## src/rtl/tab_pkg.sv

```systemverilog
`default_nettype none

package tab_pkg;

   // Pipeline depth: product, blend product, sum, remainder, correction.
   localparam int NumStages = 5;

   localparam int CsrIndexWidth = 3;
   localparam int CsrDataWidth  = 8;

   localparam logic [CsrIndexWidth-1:0] CsrTintRed   = 3'd0;
   localparam logic [CsrIndexWidth-1:0] CsrTintGreen = 3'd1;
   localparam logic [CsrIndexWidth-1:0] CsrTintBlue  = 3'd2;
   localparam logic [CsrIndexWidth-1:0] CsrTintAlpha = 3'd3;
   localparam logic [CsrIndexWidth-1:0] CsrStampMode = 3'd4;

   localparam logic [7:0]  Full8  = 8'd255;
   localparam logic [15:0] Full16 = 16'd65025;
   localparam logic [31:0] Full24 = 32'd16581375;

   // Multiples of 255^3 for the quotient correction step.
   localparam int RemWidth = 26;
   localparam logic [RemWidth-1:0] Full24x1 = 26'd16581375;
   localparam logic [RemWidth-1:0] Full24x2 = 26'd33162750;
   localparam logic [RemWidth-1:0] Full24x3 = 26'd49744125;

   typedef logic [NumStages-1:0] stage_en_type;

   typedef struct packed {
      logic [7:0] src_red;
      logic [7:0] src_green;
      logic [7:0] src_blue;
      logic [7:0] src_alpha;
      logic [7:0] dst_red;
      logic [7:0] dst_green;
      logic [7:0] dst_blue;
      logic [7:0] dst_alpha;
   } req_pixel_type;

   typedef struct packed {
      logic [7:0] out_red;
      logic [7:0] out_green;
      logic [7:0] out_blue;
      logic [7:0] out_alpha;
   } rsp_pixel_type;

   typedef struct packed {
      logic [7:0] tint_red;
      logic [7:0] tint_green;
      logic [7:0] tint_blue;
      logic [7:0] tint_alpha;
      logic       stamp_mode;
   } cfg_type;

   // Exact floor(x / 255) for x up to 255 * 255.
   function automatic logic [7:0] div255(input logic [15:0] x);
      logic [15:0] sum;
      sum = x + 16'(x[15:8]) + 16'd1;
      return sum[15:8];
   endfunction

endpackage

`default_nettype wire

```

## src/rtl/tab_csr.sv

```systemverilog
`default_nettype none

module tab_csr
   import tab_pkg::*;
(
   input  wire logic                     clock,
   input  wire logic                     reset,
   input  wire logic                     csr_valid,
   input  wire logic [CsrIndexWidth-1:0] csr_index,
   input  wire logic [CsrDataWidth-1:0]  csr_data,
   output cfg_type                       cfg
);

   cfg_type cfg_ff;
   cfg_type cfg_in;

   always_comb begin
      cfg_in = cfg_ff;
      if (csr_valid) begin
         case (csr_index)
            CsrTintRed:   cfg_in.tint_red   = csr_data;
            CsrTintGreen: cfg_in.tint_green = csr_data;
            CsrTintBlue:  cfg_in.tint_blue  = csr_data;
            CsrTintAlpha: cfg_in.tint_alpha = csr_data;
            CsrStampMode: cfg_in.stamp_mode = csr_data[0];
            default:      cfg_in = cfg_ff;
         endcase
      end
   end

   always_ff @(posedge clock) begin
      if (reset) begin
         cfg_ff.tint_red   <= Full8;
         cfg_ff.tint_green <= Full8;
         cfg_ff.tint_blue  <= Full8;
         cfg_ff.tint_alpha <= Full8;
         cfg_ff.stamp_mode <= 1'b0;
      end else begin
         cfg_ff <= cfg_in;
      end
   end

   assign cfg = cfg_ff;

endmodule

`default_nettype wire

```

## config.mk

```make
export PLATFORM = sky130hd
export DESIGN_NAME = tab_csr
export DESIGN_NICKNAME = d
export VERILOG_FILES = /design/src/rtl/tab_pkg.sv /design/src/rtl/tab_csr.sv
export SDC_FILE = /design/constraint.sdc
export NUM_CORES = 1
export LEC_CHECK = 0
export ABC_AREA = 1
export BUFFER_PORTS_ARGS = -buffer_cell sky130_fd_sc_hd__buf_2
export CORE_UTILIZATION = 45
export CTS_BUF_LIST = sky130_fd_sc_hd__clkbuf_8
export CTS_CLUSTER_DIAMETER = 40
export CTS_CLUSTER_SIZE = 24
export DETAILED_ROUTE_END_ITERATION = 8
export GPL_ROUTABILITY_DRIVEN = 1
export GPL_TIMING_DRIVEN = 0
export PLACE_DENSITY = 0.83
export SLEW_MARGIN = 20
export SYNTH_ARGS = -nofsm -noshare
export SYNTH_HDL_FRONTEND = slang
export SYNTH_SLANG_ARGS = --single-unit
```

## constraint.sdc

```tcl
create_clock -name clock -period 0.8 [get_ports clock]
set_clock_uncertainty 0.05 [all_clocks]
set_input_delay 0.04 -clock clock [delete_from_list [all_inputs] [get_ports clock]]
set_output_delay 0.04 -clock clock [all_outputs]
set_load 0.01 [all_outputs]
```

After elaboration in Yosys (flattened, before gate mapping)
Cells that the tools add are included.
- reduce and logical (&&, ||, !) cells: 6
- eq/ne operators: 4
- operators with widths (operator ; number):
    2-bit AND reduction ; 5
    3-bit by 2-bit equality test with 1-bit output, second input constant ; 2
    3-bit by 1-bit equality test with 1-bit output, second input constant ; 1
    3-bit equality test, second input constant ; 1
    3-bit zero test ; 1
- logic and storage cells: 15
- output and inout bits: 33
- bits in registers: 33
- input bits: 14

Longest topological paths before layout
- depth after elaboration: 2
- gate-level depth with buffers: 5
- gate-level depth less buffers: 5

Worst setup path before layout
OpenSTA, ideal clock, no wires.
- path kind: in2reg
- start point: input port reset
- end point: register cfg_ff, in the netlist cfg[25]
- setup slack: 103 ps
- required time: 616 ps
- path buffers: 1
- arrival: 513 ps
- cell stages on the path: 3
- setup time: 134 ps
- cells stage by stage: inv_1 > clkbuf_1 > nand3_1
- RTL lines (item ; line ; RTL):
    from (decl) ; tab_csr.sv:7 ; input wire logic reset,
    to (signal assigned) ; tab_csr.sv:39 ; cfg_ff <= cfg_in;
    to (decl) ; tab_csr.sv:14 ; cfg_type cfg_ff;
No word-level cell between the ends.

Worst setup path in the final report
- start point: register cfg_ff, in the netlist cfg[28]
- end point: output port cfg[28] (netlist bit)
- RTL lines (item ; line ; RTL):
    to (decl) ; tab_csr.sv:11 ; output cfg_type cfg
No word-level cell between the ends.

==> results by group <==
Outcome
  – Outcome: finished, violations left
  – Failing checks: setup timing

Synth
  – Dominant cells by area after synthesis: dfxtp_1 (53%), nand3_1 (26%), nand2_1 (11%)
  – Post-synth EDFFs: 0
  – Post-synthesis sequential area ratio: 0.527
  – Async SR Flop Fraction: 0
  – Avg Synthesized Cell Area: 7.98 um2
  – Top FF cell, synth: dfxtp_1
  – Netlist cell types: 12
  – Top-count cell post-synth: nand3_1
  – Yosys top cell by area: dfxtp_1
  – Synthesized cell area: between 1000 and 1500 um2
  – YS warnings: 0
  – #FFs+latches synth: 33
  – Post-Syn Instances: 157
  – Synth top area share: 0.527
  – Commonest cells in the netlist: nand3_1 (65), nand2_1 (36), dfxtp_1 (33)
  – Syn Nets: 171

Critical path
  – CP Max Fanout: 2
  – Worst path max stage delay: 0.35 ns
  – Reg2reg setup slack: 0.03 ns
  – CP Class: register to primary output
  – Crit path buf inv count: 1
  – CP max stage cell: dfxtp_2
  – Startpoint Class: register
  – FF-to-FF End: cfg[0]$_SDFFE_PP0P_
  – R2R Path Start: cfg[0]$_SDFFE_PP0P_
  – CP endpoint kind: primary output
  – Critical Path RT: a little over 0.7 ns
  – FF-to-FF path depth: 3
  – Crit-path leading delay family: flip-flops
  – CP Cell Sequence: buf_6
  – CP arrival: 0.73 ns

Clock tree
  – Clock Latency Late Sink: 0.28 ns
  – H-Tree Depth: 2
  – Root buf cell: clkbuf_8
  – Clk pin slew, worst setup/hold paths: 0.07 ns
  – # clock sinks: 33
  – Clock buffer count from CTS: 5
  – CTS tree: yes
  – Clock Path Buffers: 2

STA
  – Max Slew Vio Count: 0
  – Final setup fails: 33
  – Worst-Margin Slew: 0.431 ns
  – Fin. Hold Viols: 0
  – Slew HR: 0.712
  – Post-route setup slack: -0.0244 ns
  – Setup TNS: -0.401 ns
  – RSZ-0062 raised after global routing: yes
  – Final worst path period share: 1.03
  – Minimum clock period: 0.824 ns
  – Fin Hold WS: 0.00846 ns
  – Peak Freq: 1.21 GHz

Power
  – Leak pwr: approximately 0.92 nW
  – Final Power: 3.46 mW
  – PD cells: about 1800 nW/um2
  – Max IR drop VDD: 1.70 mV

Route
  – WL/cell: about 14 um
  – Antenna Violating Nets Remaining: 0
  – First-pass DRT Iterations: 4
  – Total Routed Length: ~3500 um
  – Post-DR vias/cell: ~5.4
  – DR DRC count: 0
  – DRT iter0 DRCs: 38
  – Vias post-DR: ~1,300

Placed design
  – Port Buf Inserts: 46
  – Detailed Place HPWL: 2330 um
  – GP Congestion: 0.797
  – Pre-CTS WS: -0.237 ns

Floorplanning
  – Area of the core: around 2500 um2
  – # rows: 18
  – Width of the die: 54.8 um
  – Die Y: 54.8 um
  – Starting Density: 0.492
  – Ports: 47
  – Die area: 3000 um2

Min path
  – Worst Hold Depth: 3
  – Hold Path Origin: reset
  – Hold path endpoint: cfg[21]$_SDFFE_PP1P_
  – Worst Hold Class: primary input to register

Global routing
  – Overflow after GRT: 0
  – First-pass GRT wire length: 5390 um
  – Total track usage: 0.268
  – Initial antenna violation count: 0
  – Vias in the first global route: 1,135
  – Pin count of the biggest net entering global routing: 11

Cells and area
  – Ant diodes: 0
  – Synth-to-layout area growth: 50.8%
  – Layout Nets: about 230
  – Max reg flops: 33
  – Share of layout cells above drive strength 1: 0.491

Job
  – Maximum capacitance violations: 0
[stage by stage]
step           cells  cell area [um2]  utilization
3_3_place_gp     233             1520        0.597
2_1_floorplan    157             1250            -
4_1_cts          242             1870        0.735
5_1_grt          244             1890        0.742
3_5_place_dp     233             1520        0.597
6_report         244             1890        0.742
[layout by cell type, fill, tap and decap left out, drive strengths merged]
cell,n
buf,54
nor2,5
nand3,65
dfxtp,33
nand2,39
a21oi,1
clkbuf,9
inv,8
[power by group]
part	leakage, nW	switching, mW	internal [mW]	total [mW]
sequential	0.256	0.0422	1.71	1.76
clock	0.0485	0.577	0.669	1.25
combinational	0.618	0.254	0.204	0.458
[area by class of cell]
type	instances	area, um2
fill	200	656
inverter	7	26.3
clock inverter	1	3.75
multi-input combinational	110	538
clock buffer	6	82.6
timing repair buffer	50	467
buffer	7	32.5
tap	30	37.5
sequential	33	702
[worst max-delay path by stage]
stage,endpoint,slack (ns),from,depth (start not counted)
6_report,cfg[28],-0.02,cfg[28]$_SDFFE_PP1P_,1
5_1_grt,cfg[16],-0.05,cfg[16]$_SDFFE_PP1P_,1
4_1_cts,cfg[22],-0.02,cfg[22]$_SDFFE_PP1P_,1
3_5_place_dp,cfg[3]$_SDFFE_PP1P_,-0.24,reset,4
3_3_place_gp,cfg[1]$_SDFFE_PP1P_,-0.18,reset,4
2_1_floorplan,cfg[25]$_SDFFE_PP1P_,0.10,reset,3
[worst register-to-register path: stages (launching register included)]
cell and delay (ns):
dfxtp_2 0.32, buf_4 0.12, a21oi_2 0.10, nor2_1 0.07
[timing repair]
item                                    CTS  global route
endpoints found under the setup margin   33            40
setup buffers                             2             2
gates resized for setup                  66             3
hold endpoints to repair                  2             0
[metal layers]
metal	GRT usage	share of wire
met5	0	0
met4	0.128	0.023
met3	0.0972	0.065
met2	0.412	0.50
met1	0.328	0.42
[logic make-up after synthesis]
family	Yosys count	synth area share
simple gates	109	0.423
flops	33	0.527
buf+inv	14	0.0459
compound gates	1	0.00399
Power figures use the tool's default switching activity.
