<file path="config.mk">
export PLATFORM = sky130hd
export DESIGN_NAME = tab_chan
export DESIGN_NICKNAME = d
export VERILOG_FILES = /design/src/rtl/tab_pkg.sv /design/src/rtl/tab_chan.sv
export SDC_FILE = /design/constraint.sdc
export NUM_CORES = 2
export LEC_CHECK = 0
export ABC_CLOCK_PERIOD_IN_PS = 9200
export BUFFER_PORTS_ARGS = -buffer_cell sky130_fd_sc_hd__buf_2
export CAP_MARGIN = 5
export CORE_MARGIN = 10
export CORE_UTILIZATION = 32
export DETAILED_ROUTE_END_ITERATION = 8
export SLEW_MARGIN = 30
export SYNTH_ARGS = -nofsm -noshare
export SYNTH_HDL_FRONTEND = slang
export SYNTH_SLANG_ARGS = --single-unit
</file>
<file path="constraint.sdc">
create_clock -name clock -period 9.2 [get_ports clock]
set_input_delay 1.84 -clock clock [delete_from_list [all_inputs] [get_ports clock]]
set_output_delay 1.84 -clock clock [all_outputs]
set_load 0.01 [all_outputs]
</file>
<file path="src/rtl/tab_pkg.sv">
`default_nettype none

package tab_pkg;

   // Pipeline depth: product, blend product, sum, remainder, correction.
   localparam int NumStages = 5;

   localparam int CsrIndexWidth = 3;
   localparam int CsrDataWidth  = 8;

   localparam logic [CsrIndexWidth-1:0] CsrTintRed   = 3'd0;
   localparam logic [CsrIndexWidth-1:0] CsrTintGreen = 3'd1;
   localparam logic [CsrIndexWidth-1:0] CsrTintBlue  = 3'd2;
   localparam logic [CsrIndexWidth-1:0] CsrTintAlpha = 3'd3;
   localparam logic [CsrIndexWidth-1:0] CsrStampMode = 3'd4;

   localparam logic [7:0]  Full8  = 8'd255;
   localparam logic [15:0] Full16 = 16'd65025;
   localparam logic [31:0] Full24 = 32'd16581375;

   // Multiples of 255^3 for the quotient correction step.
   localparam int RemWidth = 26;
   localparam logic [RemWidth-1:0] Full24x1 = 26'd16581375;
   localparam logic [RemWidth-1:0] Full24x2 = 26'd33162750;
   localparam logic [RemWidth-1:0] Full24x3 = 26'd49744125;

   typedef logic [NumStages-1:0] stage_en_type;

   typedef struct packed {
      logic [7:0] src_red;
      logic [7:0] src_green;
      logic [7:0] src_blue;
      logic [7:0] src_alpha;
      logic [7:0] dst_red;
      logic [7:0] dst_green;
      logic [7:0] dst_blue;
      logic [7:0] dst_alpha;
   } req_pixel_type;

   typedef struct packed {
      logic [7:0] out_red;
      logic [7:0] out_green;
      logic [7:0] out_blue;
      logic [7:0] out_alpha;
   } rsp_pixel_type;

   typedef struct packed {
      logic [7:0] tint_red;
      logic [7:0] tint_green;
      logic [7:0] tint_blue;
      logic [7:0] tint_alpha;
      logic       stamp_mode;
   } cfg_type;

   // Exact floor(x / 255) for x up to 255 * 255.
   function automatic logic [7:0] div255(input logic [15:0] x);
      logic [15:0] sum;
      sum = x + 16'(x[15:8]) + 16'd1;
      return sum[15:8];
   endfunction

endpackage

`default_nettype wire

</file>
<file path="src/rtl/tab_chan.sv">
`default_nettype none

// One color channel: c = (255*d*(65025 - sA) + t*s*sA) / 255^3.
// All four tint modes reduce exactly to this form.
module tab_chan
   import tab_pkg::*;
(
   input  wire logic         clock,
   input  wire stage_en_type en,
   input  wire logic [7:0]   chan_s,
   input  wire logic [7:0]   chan_d,
   input  wire logic [7:0]   chan_t,
   input  wire logic [15:0]  sa_ta,
   input  wire logic         copy,
   output logic [7:0]        chan_out
);

   logic [15:0]         ts_ff, ts_in;
   logic [15:0]         d255_ff, d255_in;
   logic [7:0]          s1_ff, s2_ff, s3_ff, s4_ff;
   logic [31:0]         p1_ff, p1_in;
   logic [31:0]         p2_ff, p2_in;
   logic [31:0]         num_ff, num_in;
   logic [7:0]          q0_ff;
   logic [RemWidth-1:0] rem_ff, rem_in;
   logic [7:0]          out_ff, out_in;

   always_comb begin
      ts_in   = 16'(chan_t) * 16'(chan_s);
      d255_in = 16'({chan_d, 8'h00}) - 16'(chan_d);
      p1_in   = 32'(d255_ff) * 32'(Full16 - sa_ta);
      p2_in   = 32'(ts_ff) * 32'(sa_ta);
      num_in  = p1_ff + p2_ff;
      // The top byte undershoots the quotient by at most three.
      rem_in  = RemWidth'(num_ff - 32'(num_ff[31:24]) * Full24);
      out_in  = q0_ff + 8'(rem_ff >= Full24x1) + 8'(rem_ff >= Full24x2)
                      + 8'(rem_ff >= Full24x3);
      if (copy) begin
         out_in = s4_ff;
      end
   end

   always_ff @(posedge clock) begin
      if (en[0]) begin
         ts_ff   <= ts_in;
         d255_ff <= d255_in;
         s1_ff   <= chan_s;
      end
      if (en[1]) begin
         p1_ff <= p1_in;
         p2_ff <= p2_in;
         s2_ff <= s1_ff;
      end
      if (en[2]) begin
         num_ff <= num_in;
         s3_ff  <= s2_ff;
      end
      if (en[3]) begin
         q0_ff  <= num_ff[31:24];
         rem_ff <= rem_in;
         s4_ff  <= s3_ff;
      end
      if (en[4]) begin
         out_ff <= out_in;
      end
   end

   assign chan_out = out_ff;

endmodule

`default_nettype wire

</file>
After elaboration in Yosys (flattened, before gate mapping)
Cells that the tools add are included.

storage, ports and cells
  output and inout bits = 8
  word-level logic and storage cells = 27
  bits of input ports = 47
  flip-flop bits (word level) = 202

operators by class
  multiplexer cells = 1
  multipliers = 4
  magnitude comparators = 3
  $add $sub $neg = 7

operators with widths
  kind                                                   count
  adder 32 bit                                           1
  multiplier 16 x 16 -> 32 bit                           1
  multiplier 17 x 17 -> 32 bit                           1
  >= comparator 26 x 24 -> 1 bit, second input constant  1
  >= comparator 26 x 25 -> 1 bit, second input constant  1
  >= comparator 26 bit, second input constant            1
  multiplier 8 x 24 -> 26 bit, second input constant     1
  subtractor 26 bit                                      1
  adder 8 x 1 -> 8 bit                                   3
  subtractor 16 x 16 -> 17 bit, first input constant     1
  multiplier 8 x 8 -> 16 bit                             1
  subtractor 16 x 8 -> 16 bit                            1
  two-way mux 8 bit                                      1

Logic depth before layout (Yosys ltp)
  word-level depth = 5
  depth in mapped cells = 30
  depth with buffers taken out = 28

Worst setup path after synthesis
Ideal clock, no wire load.

  path type = input -> register
  from = input port sa_ta[4]
  to = register p1_ff[31] (data pin)
  arrival time = 8042 ps
  required time = 8940 ps
  slack = 898 ps
  setup time = 260 ps
  stages on the path = 28
  path buffers = 2
  path through = clkbuf_1 nor2_1 nand2_1 nor3_1 nand3_1 nand2_1 xor2_1 clkbuf_1 nand2_1 fa_1 inv_1 fa_1 fa_1 fa_1 fa_1 inv_1 fa_1 inv_1 ha_1 a21o_1 a21o_1 a21oi_1 inv_1 o2111ai_1 nor3b_1 o21ai_0 a21oi_1 xnor2_1

between the ends
  cells in the longest elaborated chain, start to end = 2

RTL lines
  item                          RTL line        source
  start: declaration            tab_chan.sv:13  input wire logic [15:0] sa_ta,
  subtractor 16 x 16 -> 17 bit  tab_chan.sv:31  p1_in = 32'(d255_ff) * 32'(Full16 - sa_ta);
  multiplier 17 x 17 -> 32 bit  tab_chan.sv:31
  via p1_in[31]                 tab_chan.sv:21  logic [31:0] p1_ff, p1_in;
  end signal: assignment        tab_chan.sv:50  p1_ff <= p1_in;
  end: declaration              tab_chan.sv:21

The timed path passes the listed nets, and every way through them passes these cells.
A chain may end at the register's enable or synchronous reset.

Final worst setup path
  from = input port sa_ta[1]
  to = register p1_ff[28] (data pin)

Same word-level chain as after synthesis.

==> impl_metrics.tcl <==
set metrics [dict create \
    start_util_pct 32.4 \
    hold_depth 0 \
    clock-sinks 202 \
    cts-resized-gates 0 \
    worstPathRequired_ns 9.53 \
    grt_pass1_vias 23000 \
    rows 114 \
    routabilityCongestion 0.856 \
    insertion_delay_ns 0.58 \
    critPathMaxFanout 16 \
    finalNetCount 4149 \
    rsz0062_at_grt "no" \
    grt-ovfl-total 0 \
    ys_top_cells_by_area "fa_1, edfxtp_1, ha_1" \
    crit_path_max_incr_delay_ns 0.54 \
    cts_buffers 25 \
    port_buffers 54 \
    syn_nets 4115 \
    post-cts-setup-buffers 0 \
    synth.top_cell.area_share_pct 32.1 \
    design_area_mm2 0.0341 \
    layout_worst_path_cycle_share_pct 88.7 \
    drc 0 \
    synth_xor_area_share_pct 3.95 \
    rrSetupSlack_ns 2.17 \
    fp.dieW_um 334 \
    core_mm2 0.0971 \
    arrival_ns 8.48 \
    synth_cell_type_count 70 \
    ioPinCount 55 \
    clock_skew_ns 0.0111 \
    syn_to_final_growth_pct 8.45 \
    synth_mux_area_share_pct 0.135 \
    drv_cap 0 \
    worstHoldEndpoint "s3_ff[3]" \
    via_count 21300 \
    antenna_found_initial 2 \
    r2r_start "ts_ff[11]" \
    synth-seq-area-share_pct 19.3 \
    antenna_cells 0 \
    grt_usage_pct 13.5 \
    ys.flop_type "edfxtp_1" \
    synth.yosys.warnings 0 \
    synthArstFlopShare_pct 0 \
    synth_top_family_by_area "adder cells" \
    startpoint_type "input port" \
    cpLargestDelayFamily "adder cells" \
    wl_per_cell_um 16.1 \
    worstHoldPathType "flip-flop to flip-flop" \
    drtAntennaViolNets 0 \
    hold_buffers 0 \
    synth_compound_area_share_pct 6.91 \
    layout-drive-gt1-share_pct 4.96 \
    synth_fa_ha_area_share_pct 46.7 \
    ys_seq_elements 202 \
    crit_slowest_cell "fa_1" \
    cts.path.max_buffers 3 \
    first_pass_iters 5 \
    htreeDepth 1 \
    fin_hold_ws_ns 0.416 \
    rr_endpoint "p2_ff[30]" \
    synth-simple-area-share_pct 13.9 \
    mostFrequentLayoutCells "inv_1, fa_1, nand2_1" \
    synth_area_mm2 0.0315 \
    wirelength_mm 72.6 \
    tritoncts "done" \
    min_from "s2_ff[3]" \
    cts_root_buffer "clkbuf_16" \
    die_y_um 334 \
    layout_commonest_cell "inv_1" \
    grt_pass1_wl_mm 122 \
    maxSlewViolCount 0 \
    fin_util_pct 35.1 \
    setup_violations 0 \
    grt_max_degree 65 \
    hpwlAfterDp_mm 58.8 \
    end_kind "flip-flop" \
    worstSetupPathType "input port to flip-flop" \
    cp_common_cell "fa_1" \
    finalHoldViolCount 0 \
    path_clk_slew_ns 0.06 \
    period_needed_ns 8.16 \
    place_area_mm2 0.0333 \
    worst_pin_slew_ns 0.933 \
    drt-vias-per-instance 4.70 \
    status "completed" \
    drtIter0Drc 1214 \
    syn_inst 3196 \
    synth_top_cell_by_area "fa_1" \
    fin_setup_tns_ns 0 \
    dieArea_mm2 0.111 \
    r2r_cells 22 \
    slew_headroom_pct 37.8 \
    crit_buf_inv 8 \
    max_freq_mhz 123 \
    syn_area_per_cell_um2 9.84 \
    synth_enable_flop_cells 202 \
]
==> synthesized netlist by cell type (all sizes together), types with 8 or more instances <==
cell type,number
inv,678
fa,505
nand2,385
ha,367
and2,242
edfxtp,202
nor2,111
xnor2,103
a21oi,83
clkbuf,77
o21ai,70
a21o,48
xor2,39
nor2b,25
nor3,24
nand2b,23
nand3,20
o21a,20
and3,12
or2,12
a211oi,10
a21boi,8
o21bai,8
==> worst register-to-register path, delay by kind of cell (launching register included) <==
family	cells	cell delay (ns)
AOI/OAI and AO/OA	5	1.43
xor gates and xnor gates	1	0.15
adders and majority gates	7	3.49
buffers and inverters	6	0.39
DFF	1	0.84
and+or+nand+nor	3	0.48
==> registers in the layout, indices dropped and copies added (netlist names) <==
register	flops
s1_ff	8
d255_ff	16
chan_out	8
ts_ff	16
s4_ff	8
rem_ff	26
s3_ff	8
p1_ff	32
p2_ff	32
q0_ff	8
num_ff	32
s2_ff	8
==> logic make-up after synthesis <==
kind of cell | after synthesis
simple gates | 896
fa+ha+maj | 872
buf+inv | 762
compound gates | 318
flops | 202
xor+xnor | 142
mux | 4
==> through the flow <==
step           setup WS, ns  std cells
2_1_floorplan         0.898       3196
3_3_place_gp          0.503       4479
3_5_place_dp          0.466       4479
4_1_cts                1.06       4522
5_1_grt               0.648       4522
6_report               1.04       4522
==> layer usage <==
layer,track usage (%),vias to the layer above,wire (um)
met4,4.67,2,2650
li1,-,10100,-
met5,0,-,13
met3,2.10,135,3770
met2,23.0,479,34400
met1,17.3,10600,31800
==> cell type report <==
type | instances | area [um2]
Multi-Input combinational cell | 2232 | 22500
Clock inverter | 15 | 179
Inverter | 678 | 2540
Tap cell | 1276 | 1600
Clock buffer | 28 | 637
Sequential cell | 202 | 6070
Fill cell | 9753 | 63000
Timing Repair Buffer | 91 | 556
==> worst max path at each step <==
stage	from	to	cells past startpoint
after floorplan	sa_ta[4]	p1_ff[31]	28
after global placement	sa_ta[1]	p1_ff[28]	25
after detailed placement	sa_ta[1]	p1_ff[28]	25
after CTS	sa_ta[1]	p1_ff[28]	25
after global routing	sa_ta[2]	p1_ff[28]	29
final	sa_ta[1]	p1_ff[28]	29
Power is left out: the tool's default activity adds up to more than one toggle a clock period on the data nets, which glitch-free logic cannot reach.
